===== src/design/csawr_pkg.sv =====
package csawr_pkg;

    // Default sizes of the stores. Ring and table sizes are powers of two, so
    // a slot index is the low bits of its sequence or probe position.
    localparam int RING_SLOTS_DEF  = 1024;
    localparam int HOLD_SLOTS_DEF  = 16;
    localparam int TABLE_SLOTS_DEF = 4096;
    localparam int PROBE_RUN_DEF   = 8;
    localparam int SEQ_WIDTH_DEF   = 48;

    // Request codes.
    localparam logic [3:0] OP_NEXT      = 4'd0;
    localparam logic [3:0] OP_CURRENT   = 4'd1;
    localparam logic [3:0] OP_MARK      = 4'd2;
    localparam logic [3:0] OP_COMMITTED = 4'd3;
    localparam logic [3:0] OP_VISIBLE   = 4'd4;
    localparam logic [3:0] OP_HOLD      = 4'd5;
    localparam logic [3:0] OP_UNHOLD    = 4'd6;
    localparam logic [3:0] OP_RESEED    = 4'd7;
    localparam logic [3:0] OP_RESERVE   = 4'd8;
    localparam logic [3:0] OP_CHECKED   = 4'd9;
    localparam logic [3:0] OP_REASSIGN  = 4'd10;
    localparam logic [3:0] OP_RELEASE   = 4'd11;

    // Result status codes.
    localparam logic [2:0] ST_OK       = 3'd0;
    localparam logic [2:0] ST_CONFLICT = 3'd1;
    localparam logic [2:0] ST_REFRESH  = 3'd2;
    localparam logic [2:0] ST_CHECK    = 3'd3;
    localparam logic [2:0] ST_INVALID  = 3'd4;

    typedef enum logic [3:0] {
        S_CLEAR, S_IDLE, S_DISP, S_SLOT_GO, S_SLOT_WAIT, S_CLAIM_RD, S_CLAIM,
        S_RING_GO, S_RING_WAIT, S_BIT_RD, S_EVAL, S_NEXT, S_FINISH, S_FILL, S_DONE
    } t_state;

    typedef enum logic [3:0] {
        DC_NONE, DC_CLEAR, DC_ACCEPT, DC_SIMPLE, DC_QINIT, DC_RESEED, DC_RUNINIT,
        DC_CLAIMRD, DC_CLAIM, DC_BITRD, DC_MARK, DC_EVAL, DC_QANS, DC_NEXTP,
        DC_FINISH, DC_FILL
    } t_dp_cmd;

    typedef enum logic {
        MS_SLOT, MS_RING
    } t_mod_sel;

    typedef struct packed {
        t_dp_cmd  code;
        logic     mod_start;
        t_mod_sel mod_sel;
    } t_cmd;

    typedef struct packed {
        logic [3:0] op;
        logic       sa_zero;
        logic       pre_ok;
        logic       cur_match;
        logic       cur_free;
        logic       eval_stop;
        logic       last_probe;
        logic       fill_last;
        logic       clr_last;
        logic       mod_done;
    } t_stat;

endpackage


===== src/design/csawr_ctrl.sv =====
// Sequencer for all requests.
module csawr_ctrl (
    input  logic             i_clk,
    input  logic             i_rst_n,
    input  logic             i_start,
    input  csawr_pkg::t_stat i_stat,
    output csawr_pkg::t_cmd  o_cmd,
    output logic             o_busy,
    output logic             o_valid
);

    csawr_pkg::t_state r_state, n_state;
    logic              w_run_op;

    assign w_run_op = (i_stat.op == csawr_pkg::OP_RESERVE)
                   || (i_stat.op == csawr_pkg::OP_CHECKED)
                   || (i_stat.op == csawr_pkg::OP_REASSIGN)
                   || (i_stat.op == csawr_pkg::OP_RELEASE);

    // Next state.
    always_comb begin
        n_state = r_state;
        case (r_state)
            csawr_pkg::S_CLEAR: begin
                if (i_stat.clr_last) n_state = csawr_pkg::S_IDLE;
            end
            csawr_pkg::S_IDLE: begin
                if (i_start) n_state = csawr_pkg::S_DISP;
            end
            csawr_pkg::S_DISP: begin
                if (w_run_op) begin
                    n_state = i_stat.pre_ok ? csawr_pkg::S_SLOT_GO : csawr_pkg::S_DONE;
                end else if (i_stat.op == csawr_pkg::OP_MARK
                          || i_stat.op == csawr_pkg::OP_RESEED) begin
                    n_state = i_stat.sa_zero ? csawr_pkg::S_DONE : csawr_pkg::S_RING_GO;
                end else if (i_stat.op == csawr_pkg::OP_COMMITTED
                          || i_stat.op == csawr_pkg::OP_VISIBLE) begin
                    n_state = csawr_pkg::S_RING_GO;
                end else begin
                    n_state = csawr_pkg::S_DONE;
                end
            end
            csawr_pkg::S_SLOT_GO:   n_state = csawr_pkg::S_SLOT_WAIT;
            csawr_pkg::S_SLOT_WAIT: begin
                if (i_stat.mod_done) n_state = csawr_pkg::S_CLAIM_RD;
            end
            csawr_pkg::S_CLAIM_RD:  n_state = csawr_pkg::S_CLAIM;
            csawr_pkg::S_CLAIM: begin
                if (i_stat.cur_match) begin
                    n_state = csawr_pkg::S_DONE;
                end else if (i_stat.op == csawr_pkg::OP_RESERVE && !i_stat.cur_free) begin
                    n_state = csawr_pkg::S_RING_GO;
                end else begin
                    n_state = csawr_pkg::S_NEXT;
                end
            end
            csawr_pkg::S_RING_GO:   n_state = csawr_pkg::S_RING_WAIT;
            csawr_pkg::S_RING_WAIT: begin
                if (i_stat.mod_done) begin
                    n_state = (i_stat.op == csawr_pkg::OP_RESEED) ? csawr_pkg::S_FILL
                                                                  : csawr_pkg::S_BIT_RD;
                end
            end
            csawr_pkg::S_BIT_RD: begin
                n_state = (i_stat.op == csawr_pkg::OP_MARK) ? csawr_pkg::S_DONE
                                                            : csawr_pkg::S_EVAL;
            end
            csawr_pkg::S_EVAL: begin
                if (i_stat.op == csawr_pkg::OP_RESERVE && !i_stat.eval_stop) begin
                    n_state = csawr_pkg::S_NEXT;
                end else begin
                    n_state = csawr_pkg::S_DONE;
                end
            end
            csawr_pkg::S_NEXT: begin
                if (!i_stat.last_probe) begin
                    n_state = csawr_pkg::S_SLOT_GO;
                end else if (i_stat.op == csawr_pkg::OP_RESERVE) begin
                    n_state = csawr_pkg::S_FINISH;
                end else begin
                    n_state = csawr_pkg::S_DONE;
                end
            end
            csawr_pkg::S_FINISH: n_state = csawr_pkg::S_DONE;
            csawr_pkg::S_FILL: begin
                if (i_stat.fill_last) n_state = csawr_pkg::S_DONE;
            end
            csawr_pkg::S_DONE: n_state = csawr_pkg::S_IDLE;
            default: n_state = csawr_pkg::S_IDLE;
        endcase
    end

    // Commands to the datapath.
    always_comb begin
        o_cmd.code      = csawr_pkg::DC_NONE;
        o_cmd.mod_start = 1'b0;
        o_cmd.mod_sel   = csawr_pkg::MS_SLOT;
        case (r_state)
            csawr_pkg::S_CLEAR: o_cmd.code = csawr_pkg::DC_CLEAR;
            csawr_pkg::S_IDLE: begin
                if (i_start) o_cmd.code = csawr_pkg::DC_ACCEPT;
            end
            csawr_pkg::S_DISP: begin
                if (w_run_op) begin
                    if (i_stat.pre_ok) o_cmd.code = csawr_pkg::DC_RUNINIT;
                end else if (i_stat.op == csawr_pkg::OP_MARK
                          || i_stat.op == csawr_pkg::OP_COMMITTED
                          || i_stat.op == csawr_pkg::OP_VISIBLE) begin
                    o_cmd.code = csawr_pkg::DC_QINIT;
                end else if (i_stat.op == csawr_pkg::OP_RESEED) begin
                    if (!i_stat.sa_zero) o_cmd.code = csawr_pkg::DC_RESEED;
                end else begin
                    o_cmd.code = csawr_pkg::DC_SIMPLE;
                end
            end
            csawr_pkg::S_SLOT_GO: o_cmd.mod_start = 1'b1;
            csawr_pkg::S_CLAIM_RD: o_cmd.code = csawr_pkg::DC_CLAIMRD;
            csawr_pkg::S_CLAIM: o_cmd.code = csawr_pkg::DC_CLAIM;
            csawr_pkg::S_RING_GO: begin
                o_cmd.mod_start = 1'b1;
                o_cmd.mod_sel   = csawr_pkg::MS_RING;
            end
            csawr_pkg::S_BIT_RD: begin
                o_cmd.code = (i_stat.op == csawr_pkg::OP_MARK) ? csawr_pkg::DC_MARK
                                                               : csawr_pkg::DC_BITRD;
            end
            csawr_pkg::S_EVAL: begin
                o_cmd.code = (i_stat.op == csawr_pkg::OP_RESERVE) ? csawr_pkg::DC_EVAL
                                                                  : csawr_pkg::DC_QANS;
            end
            csawr_pkg::S_NEXT: begin
                if (!i_stat.last_probe) o_cmd.code = csawr_pkg::DC_NEXTP;
            end
            csawr_pkg::S_FINISH: o_cmd.code = csawr_pkg::DC_FINISH;
            csawr_pkg::S_FILL: o_cmd.code = csawr_pkg::DC_FILL;
            default: o_cmd.code = csawr_pkg::DC_NONE;
        endcase
    end

    always_ff @(posedge i_clk) begin
        if (!i_rst_n) begin
            r_state <= csawr_pkg::S_CLEAR;
        end else begin
            r_state <= n_state;
        end
    end

    assign o_busy  = (r_state != csawr_pkg::S_IDLE);
    assign o_valid = (r_state == csawr_pkg::S_DONE);

    // A result is followed by an idle cycle.
    a_done_idle: assert property (@(posedge i_clk) disable iff (!i_rst_n)
        r_state == csawr_pkg::S_DONE |=> r_state == csawr_pkg::S_IDLE)
        else $error("result not followed by idle");

    // An accepted beat goes to dispatch.
    a_accept_disp: assert property (@(posedge i_clk) disable iff (!i_rst_n)
        (r_state == csawr_pkg::S_IDLE && i_start) |=> r_state == csawr_pkg::S_DISP)
        else $error("accepted beat not dispatched");

    // A finished slot remainder leads to the claim read.
    a_slot_read: assert property (@(posedge i_clk) disable iff (!i_rst_n)
        (r_state == csawr_pkg::S_SLOT_WAIT && i_stat.mod_done)
        |=> r_state == csawr_pkg::S_CLAIM_RD)
        else $error("slot remainder not followed by claim read");

endmodule


===== config.mk =====
export PLATFORM = sky130hd
export DESIGN_NAME = csawr_ctrl
export DESIGN_NICKNAME = d
export VERILOG_FILES = /design/src/design/csawr_pkg.sv /design/src/design/csawr_ctrl.sv
export SDC_FILE = /design/constraint.sdc
export NUM_CORES = 1
export LEC_CHECK = 0
export BUFFER_PORTS_ARGS = -buffer_cell sky130_fd_sc_hd__buf_4
export CORE_MARGIN = 4
export CORE_UTILIZATION = 44
export DETAILED_ROUTE_END_ITERATION = 6
export PLACE_DENSITY = 0.69
export SYNTH_ARGS = -nofsm -noshare
export SYNTH_HDL_FRONTEND = slang
export SYNTH_SLANG_ARGS = --single-unit

===== constraint.sdc =====
create_clock -name i_clk -period 5.83 [get_ports i_clk]
set_input_delay 1.166 -clock i_clk [delete_from_list [all_inputs] [get_ports i_clk]]
set_output_delay 1.166 -clock i_clk [all_outputs]
set_load 0.01 [all_outputs]

### Yosys cells after proc, flatten, opt, wreduce, memory -nomap -nowiden

Cells that the tools add are included.

| storage, ports and cells | value |
|---|---|
| register bits after elaboration | 4 |
| input bits | 16 |
| output and inout bits | 8 |

| cells by class | value |
|---|---|
| eq/ne operators | 28 |
| multiplexer cells | 30 |
| reduce and logical (&&, ||, !) cells | 14 |

Operator list:

| kind | count |
|---|---|
| 2-to-1 mux 4 bit | 16 |
| case mux 4 bit (14 select lines) | 1 |
| == test 4 bit (second input constant) | 11 |
| case mux 4 bit (10 select lines) | 1 |
| == test 4 x 3 -> 1 bit (second input constant) | 6 |
| 2-to-1 mux 3 bit | 7 |
| == test 4 x 2 -> 1 bit (second input constant) | 4 |
| inequality test 2 bit (second input constant) | 5 |
| logical OR 1 bit | 7 |
| 2-to-1 mux 2 bit | 3 |
| AND reduction 5 bit | 1 |
| == test 4 x 1 -> 1 bit (second input constant) | 1 |
| logical NOT 4 bit | 1 |
| inequality test 4 x 1 -> 1 bit (second input constant) | 1 |
| logical AND 1 bit | 2 |
| logical NOT 1 bit | 2 |
| 2-to-1 mux 1 bit | 2 |
| OR reduction 2 bit | 1 |

### Depth between registers and ports, before layout

| logic depth | value |
|---|---|
| depth in word-level cells | 6 |
| gate-level depth with buffers | 6 |

### Worst setup path after synthesis

Ideal clock, no wire load.

| timing path | value |
|---|---|
| path type | input -> output |
| from | input i_stat[12] (netlist bit) |
| to | output o_cmd[2] (netlist bit) |
| arrival | 2.351 ns |
| required time | 4.664 ns |
| setup slack | 2.313 ns |
| stages on the path | 6 |
| cell sequence | clkbuf_1 -> nor4b_2 -> nand2b_1 -> a31o_2 -> a221oi_1 -> o41ai_1 |

RTL lines:

| what | RTL line | source |
|---|---|---|
| start: declaration | csawr_ctrl.sv:6 | `input csawr_pkg::t_stat i_stat,` |
| end: declaration | csawr_ctrl.sv:7 | `output csawr_pkg::t_cmd o_cmd,` |

==> results.md <==
Floorplan:
- In this run the vertical extent of the chip is 50.5 µm.
- The width of the die is 50.5 µm.
- 24 I/O pins were placed.
- The area of the placeable core is 1730 µm².
- The die covers 2550 µm².
- Once the floorplan was initialized, standard cells occupied 45.9% of the core.
- The number of placement rows is 15.

Logic synthesis:
- After synthesis the netlist holds a flip-flop and latch count of 4.
- The share of the Yosys chip area taken by registers is 10.1%.
- The netlist area before placement is 793 µm².
- The netlist uses 46 different library cells.
- Of all flip-flops after synthesis, the portion carrying an async set or reset was 0%.
- When the netlist entered floorplanning its net count stood at 137.
- Counting flops with a built-in enable in the synthesized netlist gives 0.
- After technology mapping, the gate count stands at 121.
- In this run the mean area of a mapped cell was 6.56 µm².
- The Yosys warning count is 0.
- In the synthesized netlist the dominant register cell turns out to be sky130_fd_sc_hd__dfxtp_1.

Routing:
- The average wire per cell in the routed design is 13.7 µm.
- The total vias in the final route is 961.
- The final layout contains routed wiring with a total length of 2210 µm.
- The violation count after the first detailed-routing iteration is 48.
- The number of optimization iterations in the first detailed-route pass is 4.
- In this run the remaining antenna-violating nets after routing total 0.
- The DRC violations left is 0.
- The routed via count divided by cell count is 5.97.

Timing:
- The slew at the pin closest to its max-slew limit is 697 ps.
- The setup-violating endpoint count in the final report is 0.
- The top achievable clock speed is 264 MHz.
- Between clock sinks in the finished design, the worst skew comes to 2.58 ps.
- The total count of max-transition violations in the final report is 0.
- The tightest slew margin relative to the limit is 53.4%.
- The routed design could run at a clock period as short as 3790 ps.
- The setup TNS is 0 ps.
- The final worst-path cycle share is 65.0%.
- The number of hold-slack violations in the final timing report is 0.
- Setup repair after global routing left no endpoint under its margin.

Setup path:
- In this design, the stage delay of the slowest critical-path cell is 700 ps.
- The cell with the largest stage delay on the worst path is sky130_fd_sc_hd__or4b_1.
- The category of the worst setup path launch point is an input pin.
- The maximum fanout count along the critical path is 9.
- Counting stages on the worst path, the most repeated cell is sky130_fd_sc_hd__buf_4.
- Walking the worst path, the cells encountered are buf_4 -> or4b_1 -> nor2_1 -> a31o_2 -> a221oi_1 -> o41ai_1 -> buf_4.
- The worst setup path is of the in2out kind.
- The endpoint type of the worst setup path is an output pin.
- Data on the critical path is required at its endpoint by 4660 ps.
- The data arrival time of the critical path is 2630 ps.

Cells and area:
- The register with the most flip-flops in the layout has 4 of them.
- The register with the most flip-flops in the final layout is r_state.
- Of the cells placed in the final design, the portion with a size suffix greater than 1 is 22.1%.
- The total of fill cells in the finished design is 183.
- After routing the design area is 966 µm².
- The repair_antennas step left the layout with diodes totalling 0.
- The area growth from synthesis to layout is 21.8%.
- The largest registers in the layout are r_state x4.
- After the last flow step, the layout net total stands at 154.

Placed design:
- The cell area after placement is 943 µm².
- The half-perimeter wire length after detailed placement is 1640 µm.
- Port buffering added 23 buffers.
- The final estimated routing congestion in global placement is 0.880.

Global route:
- For this run the aggregate overflow at the end of global routing stands at 0.
- The largest net degree at the start of global routing is 24.
- The initial antenna violation count was 0.
- The global-route wire length before repair is 3680 µm.
- The number of global-route vias before repair is 791.
- Across every metal layer, demand over resource in global routing totals 17.9%.

Clocking:
- The insertion delay to the later sink of the worst-skew pair is 230 ps.
- Once the clock tree was built, the resizer swapped 0 gates to a different size.
- In this run the deepest clock path goes through 2 buffers.
- The maximum level of the CTS H-tree is 1.
- The tree is rooted in a sky130_fd_sc_hd__clkbuf_4.
- Buffers inserted during clock tree synthesis total 3.
- TritonCTS built the clock tree.
- The number of hold buffers added after CTS was 0.
- In this run the post-CTS setup repair buffer count came out at 0.
- The clock drives 4 sinks.
- The register clock-pin slew on the reported worst setup and hold paths is 40 ps.

Power and ir drop:
- The power per unit of standard cell area is 126 nW/µm².
- VDD sags by at most 0.0617 mV.
- The total design power is 0.000122 W.
- Summed over all cells, the static leakage comes to 0.385 nW.

Flow run:
- The number of maximum-capacitance constraint violations is 0.

Hold path:
- The class of the tightest hold or removal check is reg2reg.

Status:
- The flow ran to the end, and the final reports show no timing, DRC or antenna violations.
placed cells by master (no fill, tap or decap), types with 2 or more instances in the layout:
cell / netlist / routed
sky130_fd_sc_hd__a211o_1: 2 / 2
sky130_fd_sc_hd__o31ai_1: 4 / 4
sky130_fd_sc_hd__a21oi_1: 7 / 7
sky130_fd_sc_hd__nor4b_1: 2 / 2
sky130_fd_sc_hd__o311ai_1: 2 / 2
sky130_fd_sc_hd__nor2b_1: 8 / 8
sky130_fd_sc_hd__and3_1: 2 / 2
sky130_fd_sc_hd__nand2_1: 12 / 12
sky130_fd_sc_hd__o21ai_0: 7 / 7
sky130_fd_sc_hd__inv_1: 3 / 3
sky130_fd_sc_hd__nor2_1: 18 / 18
sky130_fd_sc_hd__a21boi_0: 2 / 2
sky130_fd_sc_hd__buf_4: 0 / 23
sky130_fd_sc_hd__clkbuf_4: 0 / 3
sky130_fd_sc_hd__dfxtp_1: 4 / 4
sky130_fd_sc_hd__mux2i_1: 3 / 3
sky130_fd_sc_hd__nor3_1: 3 / 3
sky130_fd_sc_hd__nand2b_1: 4 / 4
worst paths after layout:
check | start | to | slack (ps) | cells past startpoint
setup / recovery | i_stat[10] | o_cmd[2] | 2040 | 7
hold / removal | r_state[1]$_SDFFE_PN0P_ | r_state[1]$_SDFFE_PN0P_ | 900 | 2
setup reg to reg | r_state[0]$_SDFFE_PN0P_ | r_state[0]$_SDFFE_PN0P_ | 3670 | 5
hold reg to reg | r_state[1]$_SDFFE_PN0P_ | r_state[1]$_SDFFE_PN0P_ | 900 | 2
synthesized netlist by cell type (2+ instances only):
cell                        n  share of area [%]
sky130_fd_sc_hd__a211o_1    2                2.2
sky130_fd_sc_hd__a21boi_0   2                1.9
sky130_fd_sc_hd__a21oi_1    7                4.4
sky130_fd_sc_hd__and3_1     2                1.6
sky130_fd_sc_hd__buf_2      4                2.5
sky130_fd_sc_hd__clkbuf_1   6                2.8
sky130_fd_sc_hd__dfxtp_1    4                 10
sky130_fd_sc_hd__inv_1      3                1.4
sky130_fd_sc_hd__mux2i_1    3                3.8
sky130_fd_sc_hd__nand2_1   12                5.7
sky130_fd_sc_hd__nand2b_1   4                3.2
sky130_fd_sc_hd__nor2_1    18                8.5
sky130_fd_sc_hd__nor2b_1    8                6.3
sky130_fd_sc_hd__nor3_1     3                1.9
sky130_fd_sc_hd__nor4b_1    2                2.2
sky130_fd_sc_hd__o21ai_0    7                4.4
sky130_fd_sc_hd__o311ai_1   2                2.2
sky130_fd_sc_hd__o31ai_1    4                3.8
metrics by stage:
step / hold slack [ps] / worst slack [ps] / instances / utilization [%]
2_1_floorplan: 583 / 2310 / 121 / -
3_3_place_gp: 884 / 2030 / 158 / 54.6
3_5_place_dp: 904 / 2040 / 158 / 54.6
4_1_cts: 900 / 2040 / 161 / 55.9
5_1_grt: 952 / 1970 / 161 / 55.9
6_report: 898 / 2040 / 161 / 55.9
final cells by class:
cell class / count / area [µm²] / share of cell area (%)
clock buffer: 3 / 22.5 / 2.33
sequential: 4 / 80.1 / 8.29
inverter: 3 / 11.3 / 1.17
multi-input combinational: 103 / 648 / 67.1
tap: 25 / 31.3 / 3.24
timing repair buffer: 23 / 173 / 17.9
critical path: cells and delay by family:
family | cells | cell delay [ps]
AOI/OAI and AO/OA | 3 | 280
and+or+nand+nor | 2 | 860
buffers and inverters | 2 | 320
power breakdown:
part	internal, W	switching (W)
registers	0.0000291	0.00000854
logic	0.0000259	0.0000249
clock network	0.0000230	0.0000107
total	0.0000780	0.0000441
logic make-up (layout without fill, tap and decap cells):
family | count (synthesis) | in the layout | synth area share, %
and+or+nand+nor | 64 | 64 | 45.0
AOI/OAI and AO/OA | 36 | 36 | 33.0
buffers and inverters | 14 | 29 | 8.20
DFF | 4 | 4 | 10.1
muxes | 3 | 3 | 3.79
per-layer routing:
layer	global-route usage, %	vias to the layer above	routed length [µm]
li1	-	479	-
met4	4.04	0	17
met3	2.08	2	170
met1	26.7	432	1010
met5	0	-	0
met2	27.0	48	1010
Power figures use the tool's default switching activity.
